`config.mk`:
```
export PLATFORM = sky130hd
export DESIGN_NAME = hsv_to_rgb_integer
export DESIGN_NICKNAME = d
export VERILOG_FILES = /design/src/design/hsvrgb_pkg.sv /design/src/design/hsvrgb_sel.sv /design/src/design/hsv_to_rgb_integer.sv
export SDC_FILE = /design/constraint.sdc
export NUM_CORES = 1
export LEC_CHECK = 0
export BUFFER_PORTS_ARGS = -buffer_cell sky130_fd_sc_hd__buf_4
export CAP_MARGIN = 30
export CORE_UTILIZATION = 58
export DETAILED_ROUTE_END_ITERATION = 7
export PLACE_DENSITY = 0.86
export RECOVER_POWER = 100
export SYNTH_ARGS = -nofsm -noshare
export SYNTH_HDL_FRONTEND = slang
export SYNTH_SLANG_ARGS = --single-unit
```
`constraint.sdc`:
```
create_clock -name clock -period 5 [get_ports clock]
set_clock_uncertainty 0.2 [all_clocks]
set_input_delay 0.75 -clock clock [delete_from_list [all_inputs] [get_ports clock]]
set_output_delay 0.75 -clock clock [all_outputs]
set_load 0.05 [all_outputs]
```
`src/design/hsvrgb_pkg.sv`:
```
`timescale 1ns / 1ps

package hsvrgb_pkg;

   localparam int unsigned HueWidth     = 11;
   localparam int unsigned ChannelWidth = 8;
   localparam int unsigned ProductWidth = 2 * ChannelWidth;
   localparam int unsigned SectorWidth  = HueWidth - ChannelWidth;

   localparam logic [ChannelWidth-1:0] FullScale = 8'd255;

   // Sector codes; six and seven are treated as the last sector.
   localparam logic [SectorWidth-1:0] SectorRedToYellow    = 3'd0;
   localparam logic [SectorWidth-1:0] SectorYellowToGreen  = 3'd1;
   localparam logic [SectorWidth-1:0] SectorGreenToCyan    = 3'd2;
   localparam logic [SectorWidth-1:0] SectorCyanToBlue     = 3'd3;
   localparam logic [SectorWidth-1:0] SectorBlueToMagenta  = 3'd4;

   typedef struct packed {
      logic [HueWidth-1:0]     hue;
      logic [ChannelWidth-1:0] saturation;
      logic [ChannelWidth-1:0] brightness;
   } hsv_type;

   typedef struct packed {
      logic [ChannelWidth-1:0] red;
      logic [ChannelWidth-1:0] green;
      logic [ChannelWidth-1:0] blue;
   } rgb_type;

   // Valid bit and sector code that travel alongside the arithmetic.
   typedef struct packed {
      logic                   valid;
      logic [SectorWidth-1:0] sector;
   } stage_ctl_type;

   // Truncating division by 255 for any product of two 8-bit values.
   // x / 255 equals (x + 1 + x / 256) / 256 for every product of two 8-bit values.
   function automatic logic [ChannelWidth-1:0] div255(input logic [ProductWidth-1:0] x);
      logic [ProductWidth:0] sum;
      sum = {1'b0, x} + {{ProductWidth{1'b0}}, 1'b1}
            + {{(ChannelWidth+1){1'b0}}, x[ProductWidth-1:ChannelWidth]};
      return sum[ProductWidth-1:ChannelWidth];
   endfunction

endpackage

```
`src/design/hsvrgb_sel.sv`:
```
`timescale 1ns / 1ps

module hsvrgb_sel (
   input  logic                                     clock,
   input  logic                                     reset,
   input  hsvrgb_pkg::stage_ctl_type                ctl,
   input  logic [hsvrgb_pkg::ProductWidth-1:0]      prod_q,
   input  logic [hsvrgb_pkg::ProductWidth-1:0]      prod_t,
   input  logic [hsvrgb_pkg::ChannelWidth-1:0]      p_val,
   input  logic [hsvrgb_pkg::ChannelWidth-1:0]      v_val,
   output logic                                     rsp_valid,
   output hsvrgb_pkg::rgb_type                      rsp_data
);

   logic [hsvrgb_pkg::ChannelWidth-1:0] q_val;
   logic [hsvrgb_pkg::ChannelWidth-1:0] t_val;
   hsvrgb_pkg::rgb_type                 rgb_in;
   hsvrgb_pkg::rgb_type                 rgb_ff;
   logic                                valid_ff;

   assign q_val = hsvrgb_pkg::div255(prod_q);
   assign t_val = hsvrgb_pkg::div255(prod_t);

   always_comb begin
      case (ctl.sector)
         hsvrgb_pkg::SectorRedToYellow: begin
            rgb_in = '{red: v_val, green: t_val, blue: p_val};
         end
         hsvrgb_pkg::SectorYellowToGreen: begin
            rgb_in = '{red: q_val, green: v_val, blue: p_val};
         end
         hsvrgb_pkg::SectorGreenToCyan: begin
            rgb_in = '{red: p_val, green: v_val, blue: t_val};
         end
         hsvrgb_pkg::SectorCyanToBlue: begin
            rgb_in = '{red: p_val, green: q_val, blue: v_val};
         end
         hsvrgb_pkg::SectorBlueToMagenta: begin
            rgb_in = '{red: t_val, green: p_val, blue: v_val};
         end
         default: begin
            rgb_in = '{red: v_val, green: p_val, blue: q_val};
         end
      endcase
   end

   always_ff @(posedge clock) begin
      if (reset) begin
         valid_ff <= 1'b0;
      end else begin
         valid_ff <= ctl.valid;
      end
      rgb_ff <= rgb_in;
   end

   assign rsp_valid = valid_ff;
   assign rsp_data  = rgb_ff;

endmodule

```
`src/design/hsv_to_rgb_integer.sv`:
```
`timescale 1ns / 1ps

// Channel     Ports                        Transfer
// input       start, busy, req_data        start high and busy low at a rising edge
// result      rsp_valid, rsp_data          rsp_valid high for one cycle, always taken
//
// A colour is accepted every cycle; busy never rises.
// Each result is registered through two multiply stages, each followed by a
// divide-by-255 stage, with the sector selection in the last one.
// Reset clears the valid bits of all four stages; nothing else is held.
// The pipeline never stalls, since the receiver takes each result as it appears.

module hsv_to_rgb_integer (
   input  logic                 clock,
   input  logic                 reset,
   input  logic                 start,
   output logic                 busy,
   input  hsvrgb_pkg::hsv_type  req_data,
   output logic                 rsp_valid,
   output hsvrgb_pkg::rgb_type  rsp_data
);

   localparam int unsigned CW = hsvrgb_pkg::ChannelWidth;
   localparam int unsigned PW = hsvrgb_pkg::ProductWidth;

   // Stage 1: the three first-level products.
   hsvrgb_pkg::stage_ctl_type ctl1_ff, ctl1_in;
   logic [PW-1:0]             prod_sf_ff,  prod_sf_in;
   logic [PW-1:0]             prod_sfc_ff, prod_sfc_in;
   logic [PW-1:0]             prod_p_ff,   prod_p_in;
   logic [CW-1:0]             v1_ff;

   // Stage 2: complements of the scaled saturation, and p.
   hsvrgb_pkg::stage_ctl_type ctl2_ff;
   logic [CW-1:0]             qk_ff, qk_in;
   logic [CW-1:0]             tk_ff, tk_in;
   logic [CW-1:0]             p2_ff;
   logic [CW-1:0]             v2_ff;

   // Stage 3: products that give q and t.
   hsvrgb_pkg::stage_ctl_type ctl3_ff;
   logic [PW-1:0]             prod_q_ff, prod_q_in;
   logic [PW-1:0]             prod_t_ff, prod_t_in;
   logic [CW-1:0]             p3_ff;
   logic [CW-1:0]             v3_ff;

   logic [CW-1:0]             frac;

   assign busy = 1'b0;
   assign frac = req_data.hue[CW-1:0];

   always_comb begin
      ctl1_in.valid  = start;
      ctl1_in.sector = req_data.hue[hsvrgb_pkg::HueWidth-1:CW];
      prod_sf_in  = {{CW{1'b0}}, req_data.saturation} * {{CW{1'b0}}, frac};
      prod_sfc_in = {{CW{1'b0}}, req_data.saturation}
                    * {{CW{1'b0}}, hsvrgb_pkg::FullScale - frac};
      prod_p_in   = {{CW{1'b0}}, req_data.brightness}
                    * {{CW{1'b0}}, hsvrgb_pkg::FullScale - req_data.saturation};
   end

   assign qk_in = hsvrgb_pkg::FullScale - hsvrgb_pkg::div255(prod_sf_ff);
   assign tk_in = hsvrgb_pkg::FullScale - hsvrgb_pkg::div255(prod_sfc_ff);

   assign prod_q_in = {{CW{1'b0}}, v2_ff} * {{CW{1'b0}}, qk_ff};
   assign prod_t_in = {{CW{1'b0}}, v2_ff} * {{CW{1'b0}}, tk_ff};

   always_ff @(posedge clock) begin
      if (reset) begin
         ctl1_ff.valid <= 1'b0;
         ctl2_ff.valid <= 1'b0;
         ctl3_ff.valid <= 1'b0;
      end else begin
         ctl1_ff.valid <= ctl1_in.valid;
         ctl2_ff.valid <= ctl1_ff.valid;
         ctl3_ff.valid <= ctl2_ff.valid;
      end
      ctl1_ff.sector <= ctl1_in.sector;
      prod_sf_ff     <= prod_sf_in;
      prod_sfc_ff    <= prod_sfc_in;
      prod_p_ff      <= prod_p_in;
      v1_ff          <= req_data.brightness;

      ctl2_ff.sector <= ctl1_ff.sector;
      qk_ff          <= qk_in;
      tk_ff          <= tk_in;
      p2_ff          <= hsvrgb_pkg::div255(prod_p_ff);
      v2_ff          <= v1_ff;

      ctl3_ff.sector <= ctl2_ff.sector;
      prod_q_ff      <= prod_q_in;
      prod_t_ff      <= prod_t_in;
      p3_ff          <= p2_ff;
      v3_ff          <= v2_ff;
   end

   hsvrgb_sel u_sel (
      .clock     (clock),
      .reset     (reset),
      .ctl       (ctl3_ff),
      .prod_q    (prod_q_ff),
      .prod_t    (prod_t_ff),
      .p_val     (p3_ff),
      .v_val     (v3_ff),
      .rsp_valid (rsp_valid),
      .rsp_data  (rsp_data)
   );

endmodule

```
==> flow_summary.yaml, run 1 <==
layout:
  syn2layout_area_growth_pct: 7.86
  final_area_um2: 17800
  final_layout_size_suffix_gt1_share_pct: 5.23
  antenna-diode-count: 0
  fin_nets: 2246
  utilization_pct: 63.8
  layout.filler_cells: 2204
place:
  placed_cell_area_um2: 17300
  port_buffers: 54
  place_hpwl_um: 27000
  finalWeightedCongestion: 0.961
  preCtsSetupSlack_ns: -0.0462
clock_tree:
  ctsRootBufferMaster: "sky130_fd_sc_hd__clkbuf_16"
  cts_setup_buffers: 0
  cts_max_level: 4
  cts_tree: "done"
  cts.sink_count: 173
  post_cts.resized_instances: 0
  clock_tree.buffer_depth: 2
  clock_pin_slew_reported_for_the_worst_setup_and_hold_paths_after_clock_tree_synthesis_ns: 0.07
  cts.hold.buffers_added: 0
  cts_buffers: 17
  worst_skew_pair.late_latency_ns: 0.44
worst_setup_path:
  timing.critical_path.to_type: "flip-flop"
  worstPathBufferInverterCount: 3
  worstPathMaxFanout: 12
  arrival_ns: 4.92
  setup.worst_path.class: "flip-flop to flip-flop"
  crit_chain: "buf_4, and2_0, fa_1, fa_1, inv_1, fa_1, fa_1, inv_1, ha_1, o31ai_1, a21oi_1, a211oi_1, a21oi_1, xnor2_1"
  critical-path-top-delay-family: "adder cells"
  cp_slowest_cell: "sky130_fd_sc_hd__dfxtp_1"
  cpMostUsedCell: "sky130_fd_sc_hd__fa_1"
  launching_element_type_of_the_critical_path: "flip-flop"
  cpPeakStageDelay_ns: 0.51
  cp_data_required_time_ns: 5.13
synthesis:
  synth_top_area_share_pct: 21.9
  biggest_area_contributors_in_the_synthesized_netlist: "sky130_fd_sc_hd__fa_1 22%, sky130_fd_sc_hd__dfxtp_1 21%, sky130_fd_sc_hd__ha_1 16%"
  postSynth.asyncResetShare_pct: 0
  count_of_state_elements_after_synthesis: 173
  synth_common_cells: "261 x sky130_fd_sc_hd__inv_1, 215 x sky130_fd_sc_hd__ha_1, 180 x sky130_fd_sc_hd__fa_1"
  synth.net_count: 2198
  synthesis.area_per_instance_um2: 9.29
  syn-instance-count: 1773
  post_synth_num_cell_types: 69
  yosysSeqAreaShare_pct: 21.0
  yosysMostFrequentCell: "sky130_fd_sc_hd__inv_1"
  ys_dominant_reg_cell: "sky130_fd_sc_hd__dfxtp_1"
  synth-warning-count: 0
  area_of_the_mapped_netlist_um2: 16500
  post-synth-top-area-cell: "sky130_fd_sc_hd__fa_1"
  synth_edf_count: 0
floorplan:
  row_count: 61
  initial_core_util_pct: 59.1
  dieArea_um2: 29100
  design.portCount: 56
  width_of_the_die_um: 170
  core_um2: 27900
  height_of_the_chip_um: 170
timing:
  finalCritPeriodShare_pct: 95.7
  max_slew_margin_pct: 14.7
  post-route-min-period_ns: 4.79
  report.final.slew_viol_count: 0
  worstMarginPinSlew_ns: 1.27
  fin_tns_setup_ns: 0
  final-hold-violation-count: 0
  post-route-worst-setup-slack_ns: 0.214
  setup_viol: 0
  max_clk_rate_mhz: 209
  setup_repair_after_global_routing_missed_its_margin: "false"
flow_run:
  drv_cap: 0
hold_path:
  worstHoldPathType: "flip-flop to flip-flop"
global_routing:
  wire_length_of_the_first_global_routing_pass_um: 60700
  globalRouteOverflowTotal: 0
  grt_antenna_before_repair: 0
  grt_start_max_net_pins: 31
  grt.total_usage_pct: 26.1
  first_global_vias: 13000
drt:
  routed_via_density: 5.60
  number_of_optimization_iterations_in_the_first_detailed_route_pass: 8
  route.detailed.wl_per_inst_um: 16.0
  via_count: 12400
  drcViolationCount: 0
  final_antenna_net_count: 0
  detail_route.iter0.violations: 645
  routed_wl_um: 35500
status:
  outcome: "complete, no violations"
## final cells by class
type                    count  area (um^2)  area share, %
clock buffers              19          453           2.55
clock inverters            13          151          0.852
inverters                 262          983           5.54
multi-input cells        1290        11800           66.4
flip-flops and latches    173         3470           19.5
well taps                 378          473           2.66
repair buffers             77          435           2.45
## registers in the layout, summed over array words and instances (netlist names), 8 cells and up
signal	cells
u_sel.rsp_data	24
prod_p_ff	16
prod_q_ff	16
prod_sf_ff	16
prod_sfc_ff	16
prod_t_ff	16
p2_ff	8
p3_ff	8
qk_ff	8
tk_ff	8
v1_ff	8
v2_ff	8
v3_ff	8
## cells in the final DEF, fill, tap and decap left out, types with 7 or more instances in the layout
master and instances:
sky130_fd_sc_hd__dfxtp_1 170, sky130_fd_sc_hd__o211ai_1 10, sky130_fd_sc_hd__nor3_1 11, sky130_fd_sc_hd__nor2b_1 119, sky130_fd_sc_hd__ha_1 215, sky130_fd_sc_hd__a31oi_1 11
sky130_fd_sc_hd__buf_4 36, sky130_fd_sc_hd__or3_1 18, sky130_fd_sc_hd__and3_1 12, sky130_fd_sc_hd__nor2_1 59, sky130_fd_sc_hd__a211oi_1 19, sky130_fd_sc_hd__inv_1 261
sky130_fd_sc_hd__a21o_1 14, sky130_fd_sc_hd__clkbuf_1 38, sky130_fd_sc_hd__nand3_1 33, sky130_fd_sc_hd__xor2_1 12, sky130_fd_sc_hd__and2_1 148, sky130_fd_sc_hd__fa_1 180
sky130_fd_sc_hd__clkbuf_16 17, sky130_fd_sc_hd__a21oi_1 59, sky130_fd_sc_hd__o21ai_0 47, sky130_fd_sc_hd__and2_0 13, sky130_fd_sc_hd__nand2b_1 34, sky130_fd_sc_hd__xnor2_1 67
sky130_fd_sc_hd__o22ai_1 7, sky130_fd_sc_hd__o21a_1 19, sky130_fd_sc_hd__nand2_1 93
## logic make-up (layout without fill, tap and decap cells)
family / after synthesis / count (layout) / share of synthesized area (%)
adder cells (fa/ha/maj): 396 / 396 / 38.3
buffers and inverters: 310 / 371 / 7.10
flip-flops: 173 / 173 / 21.0
multiplexers: 1 / 1 / 0.0608
other: 1 / 1 / 0.0228
AO/OA/AOI/OAI: 253 / 253 / 10.4
XOR/XNOR: 79 / 79 / 4.20
AND/OR/NAND/NOR: 560 / 560 / 18.9
## final timing paths
| kind | from | endpoint | slack [ns] | cells past startpoint |
|---|---|---|---|---|
| worst max-delay path | v2_ff[3]$_DFF_P_ | prod_t_ff[15]$_DFF_P_ | 0.21 | 14 |
| worst min-delay path | v1_ff[4]$_DFF_P_ | v2_ff[4]$_DFF_P_ | 0.13 | 0 |
| worst max register to register | v2_ff[3]$_DFF_P_ | prod_t_ff[15]$_DFF_P_ | 0.21 | 14 |
| worst min register to register | v1_ff[4]$_DFF_P_ | v2_ff[4]$_DFF_P_ | 0.13 | 0 |
## routing by layer
metal	GRT usage [%]	vias up	wire, um
li1	-	5855	-
met2	47.7	350	18000
met1	30.7	6104	14700
met3	3.79	81	1670
met4	9.95	0	1060
met5	0	-	0
## through the flow
step           instances  hold slack, ns
2_1_floorplan       1773           0.110
3_3_place_gp        2180           0.110
3_5_place_dp        2180           0.112
4_1_cts             2212           0.130
5_1_grt             2212           0.132
6_report            2212           0.128
Power of run 1 is not shown: default switching activity piles up to over one toggle a cycle in this logic, so the estimate is an artifact.
==> inputs of run 2 (changes only) <==
- CELL_PAD_IN_SITES_DETAIL_PLACEMENT: unset -> 0
- CELL_PAD_IN_SITES_GLOBAL_PLACEMENT: unset -> 1
- CORE_UTILIZATION: 58 -> 45
==> flow_summary.yaml, run 2 (same netlist as run 1, synthesis figures left out) <==
hold_path:
  hold_path_startpoint: "p2_ff[7]$_DFF_P_"
  hold-path-cell-count: 0
  worstHoldPathType: "flip-flop to flip-flop"
clock_tree:
  cts_setup_buffers: 0
  worst_skew_pair.late_latency_ns: 0.43
  cts_tree: "done"
  post_cts.resized_instances: 0
  clock_pin_slew_reported_for_the_worst_setup_and_hold_paths_after_clock_tree_synthesis_ns: 0.07
  cts.hold.buffers_added: 0
  cts_buffers: 17
  ctsRootBufferMaster: "sky130_fd_sc_hd__clkbuf_16"
  clock_tree.buffer_depth: 2
  cts.sink_count: 173
  cts_max_level: 4
floorplan:
  height_of_the_chip_um: 193
  design.portCount: 56
  width_of_the_die_um: 193
  core_um2: 35800
  initial_core_util_pct: 46.0
  dieArea_um2: 37400
  row_count: 69
timing:
  setup_viol: 0
  finalCritPeriodShare_pct: 94.2
  max_slew_margin_pct: 12.0
  worstMarginPinSlew_ns: 1.31
  max_clk_rate_mhz: 212
  setup_repair_after_global_routing_missed_its_margin: "false"
  report.final.slew_viol_count: 0
  post-route-worst-setup-slack_ns: 0.292
  final-hold-violation-count: 0
  post-route-min-period_ns: 4.71
drt:
  route.detailed.wl_per_inst_um: 14.9
  via_count: 11800
  number_of_optimization_iterations_in_the_first_detailed_route_pass: 8
  drcViolationCount: 2
  detail_route.iter0.violations: 592
  routed_wl_um: 34200
  final_antenna_net_count: 0
  routed_via_density: 5.11
global_routing:
  grt.total_usage_pct: 19.0
  globalRouteOverflowTotal: 0
  first_global_vias: 12100
  wire_length_of_the_first_global_routing_pass_um: 58500
  grt_start_max_net_pins: 41
  grt_antenna_before_repair: 0
layout:
  largest_reg_flops: 24
  area_of_all_sequential_standard_cells_um2: 3460
  multi_input_logic_area_um2: 11800
  fin_nets: 2252
  final_cells: 2301
  antenna-diode-count: 0
  mostFrequentLayoutCell: "sky130_fd_sc_hd__inv_1"
  final_layout_size_suffix_gt1_share_pct: 5.22
  syn2layout_area_growth_pct: 8.92
  utilization_pct: 50.1
  mostFrequentLayoutCells: "261 x sky130_fd_sc_hd__inv_1, 215 x sky130_fd_sc_hd__ha_1, 180 x sky130_fd_sc_hd__fa_1, 173 x sky130_fd_sc_hd__dfxtp_1, 149 x sky130_fd_sc_hd__and2_1"
  layout.filler_cells: 3281
place:
  port_buffers: 54
  place_hpwl_um: 27200
  finalWeightedCongestion: 0.897
  preCtsSetupSlack_ns: -0.0226
  numPlacedInstances: 2269
worst_setup_path:
  worstPathMaxFanout: 12
  arrival_ns: 4.82
  cpPeakStageDelay_ns: 0.50
  worstRegToRegCells: 14
  crit_chain: "clkbuf_1, and2_0, fa_1, fa_1, inv_1, fa_1, fa_1, inv_1, ha_1, o31ai_1, a21oi_1, a211oi_1, a21oi_1, xnor2_1"
  setup.worst_path.class: "flip-flop to flip-flop"
  cpMostUsedCell: "sky130_fd_sc_hd__fa_1"
  worst_setup_path_startpoint: "v2_ff[3]$_DFF_P_"
  cp_data_required_time_ns: 5.11
  launching_element_type_of_the_critical_path: "flip-flop"
  cp_slowest_cell: "sky130_fd_sc_hd__dfxtp_1"
  regToRegStartpoint: "v2_ff[3]$_DFF_P_"
  timing.critical_path.to_type: "flip-flop"
status:
  violations: "DRC"
  outcome: "finished with violations"
flow_run:
  drv_cap: 0
-- run 2: metal layers --
layer | up-vias | wire, um | GRT usage (%) | share of wire, %
met5 | - | 0 | 0 | 0
met2 | 211 | 16700 | 33.3 | 49
met3 | 34 | 1160 | 2.25 | 3.4
met1 | 5651 | 15900 | 24.8 | 46
met4 | 0 | 481 | 4.89 | 1.4
li1 | 5861 | - | - | -
-- run 2: worst paths after layout --
kind | end | slack, ns
max | prod_q_ff[15]$_DFF_P_ | 0.29
min | p3_ff[7]$_DFF_P_ | 0.13
max reg2reg | prod_q_ff[15]$_DFF_P_ | 0.29
min reg2reg | p3_ff[7]$_DFF_P_ | 0.13
-- run 2: critical path, delay by kind of cell, from the launching register on --
family,cells,cell delay (ns)
buffers and inverters,3,0.33
adders and majority gates,5,2.16
xor gates and xnor gates,1,0.15
AOI/OAI and AO/OA,4,1.07
and+or+nand+nor,1,0.19
DFF,1,0.50
-- run 2: final cells by class --
cell class	count	share of cell area, %
clock inverters	13	1.10
clock buffers	19	2.47
flip-flops and latches	173	19.3
multi-input cells	1290	65.8
repair buffers	83	2.62
well taps	461	3.22
inverters	262	5.48
-- run 2: through the flow --
stage | setup TNS, ns | cell area, um^2 | hold slack (ns)
2_1_floorplan | 0 | 16500 | 0.110
3_3_place_gp | 0 | 17500 | 0.110
3_5_place_dp | -0.0226 | 17500 | 0.112
4_1_cts | 0 | 18100 | 0.128
5_1_grt | 0 | 17900 | 0.133
6_report | 0 | 17900 | 0.126
Power of run 2 is left out for the same reason.
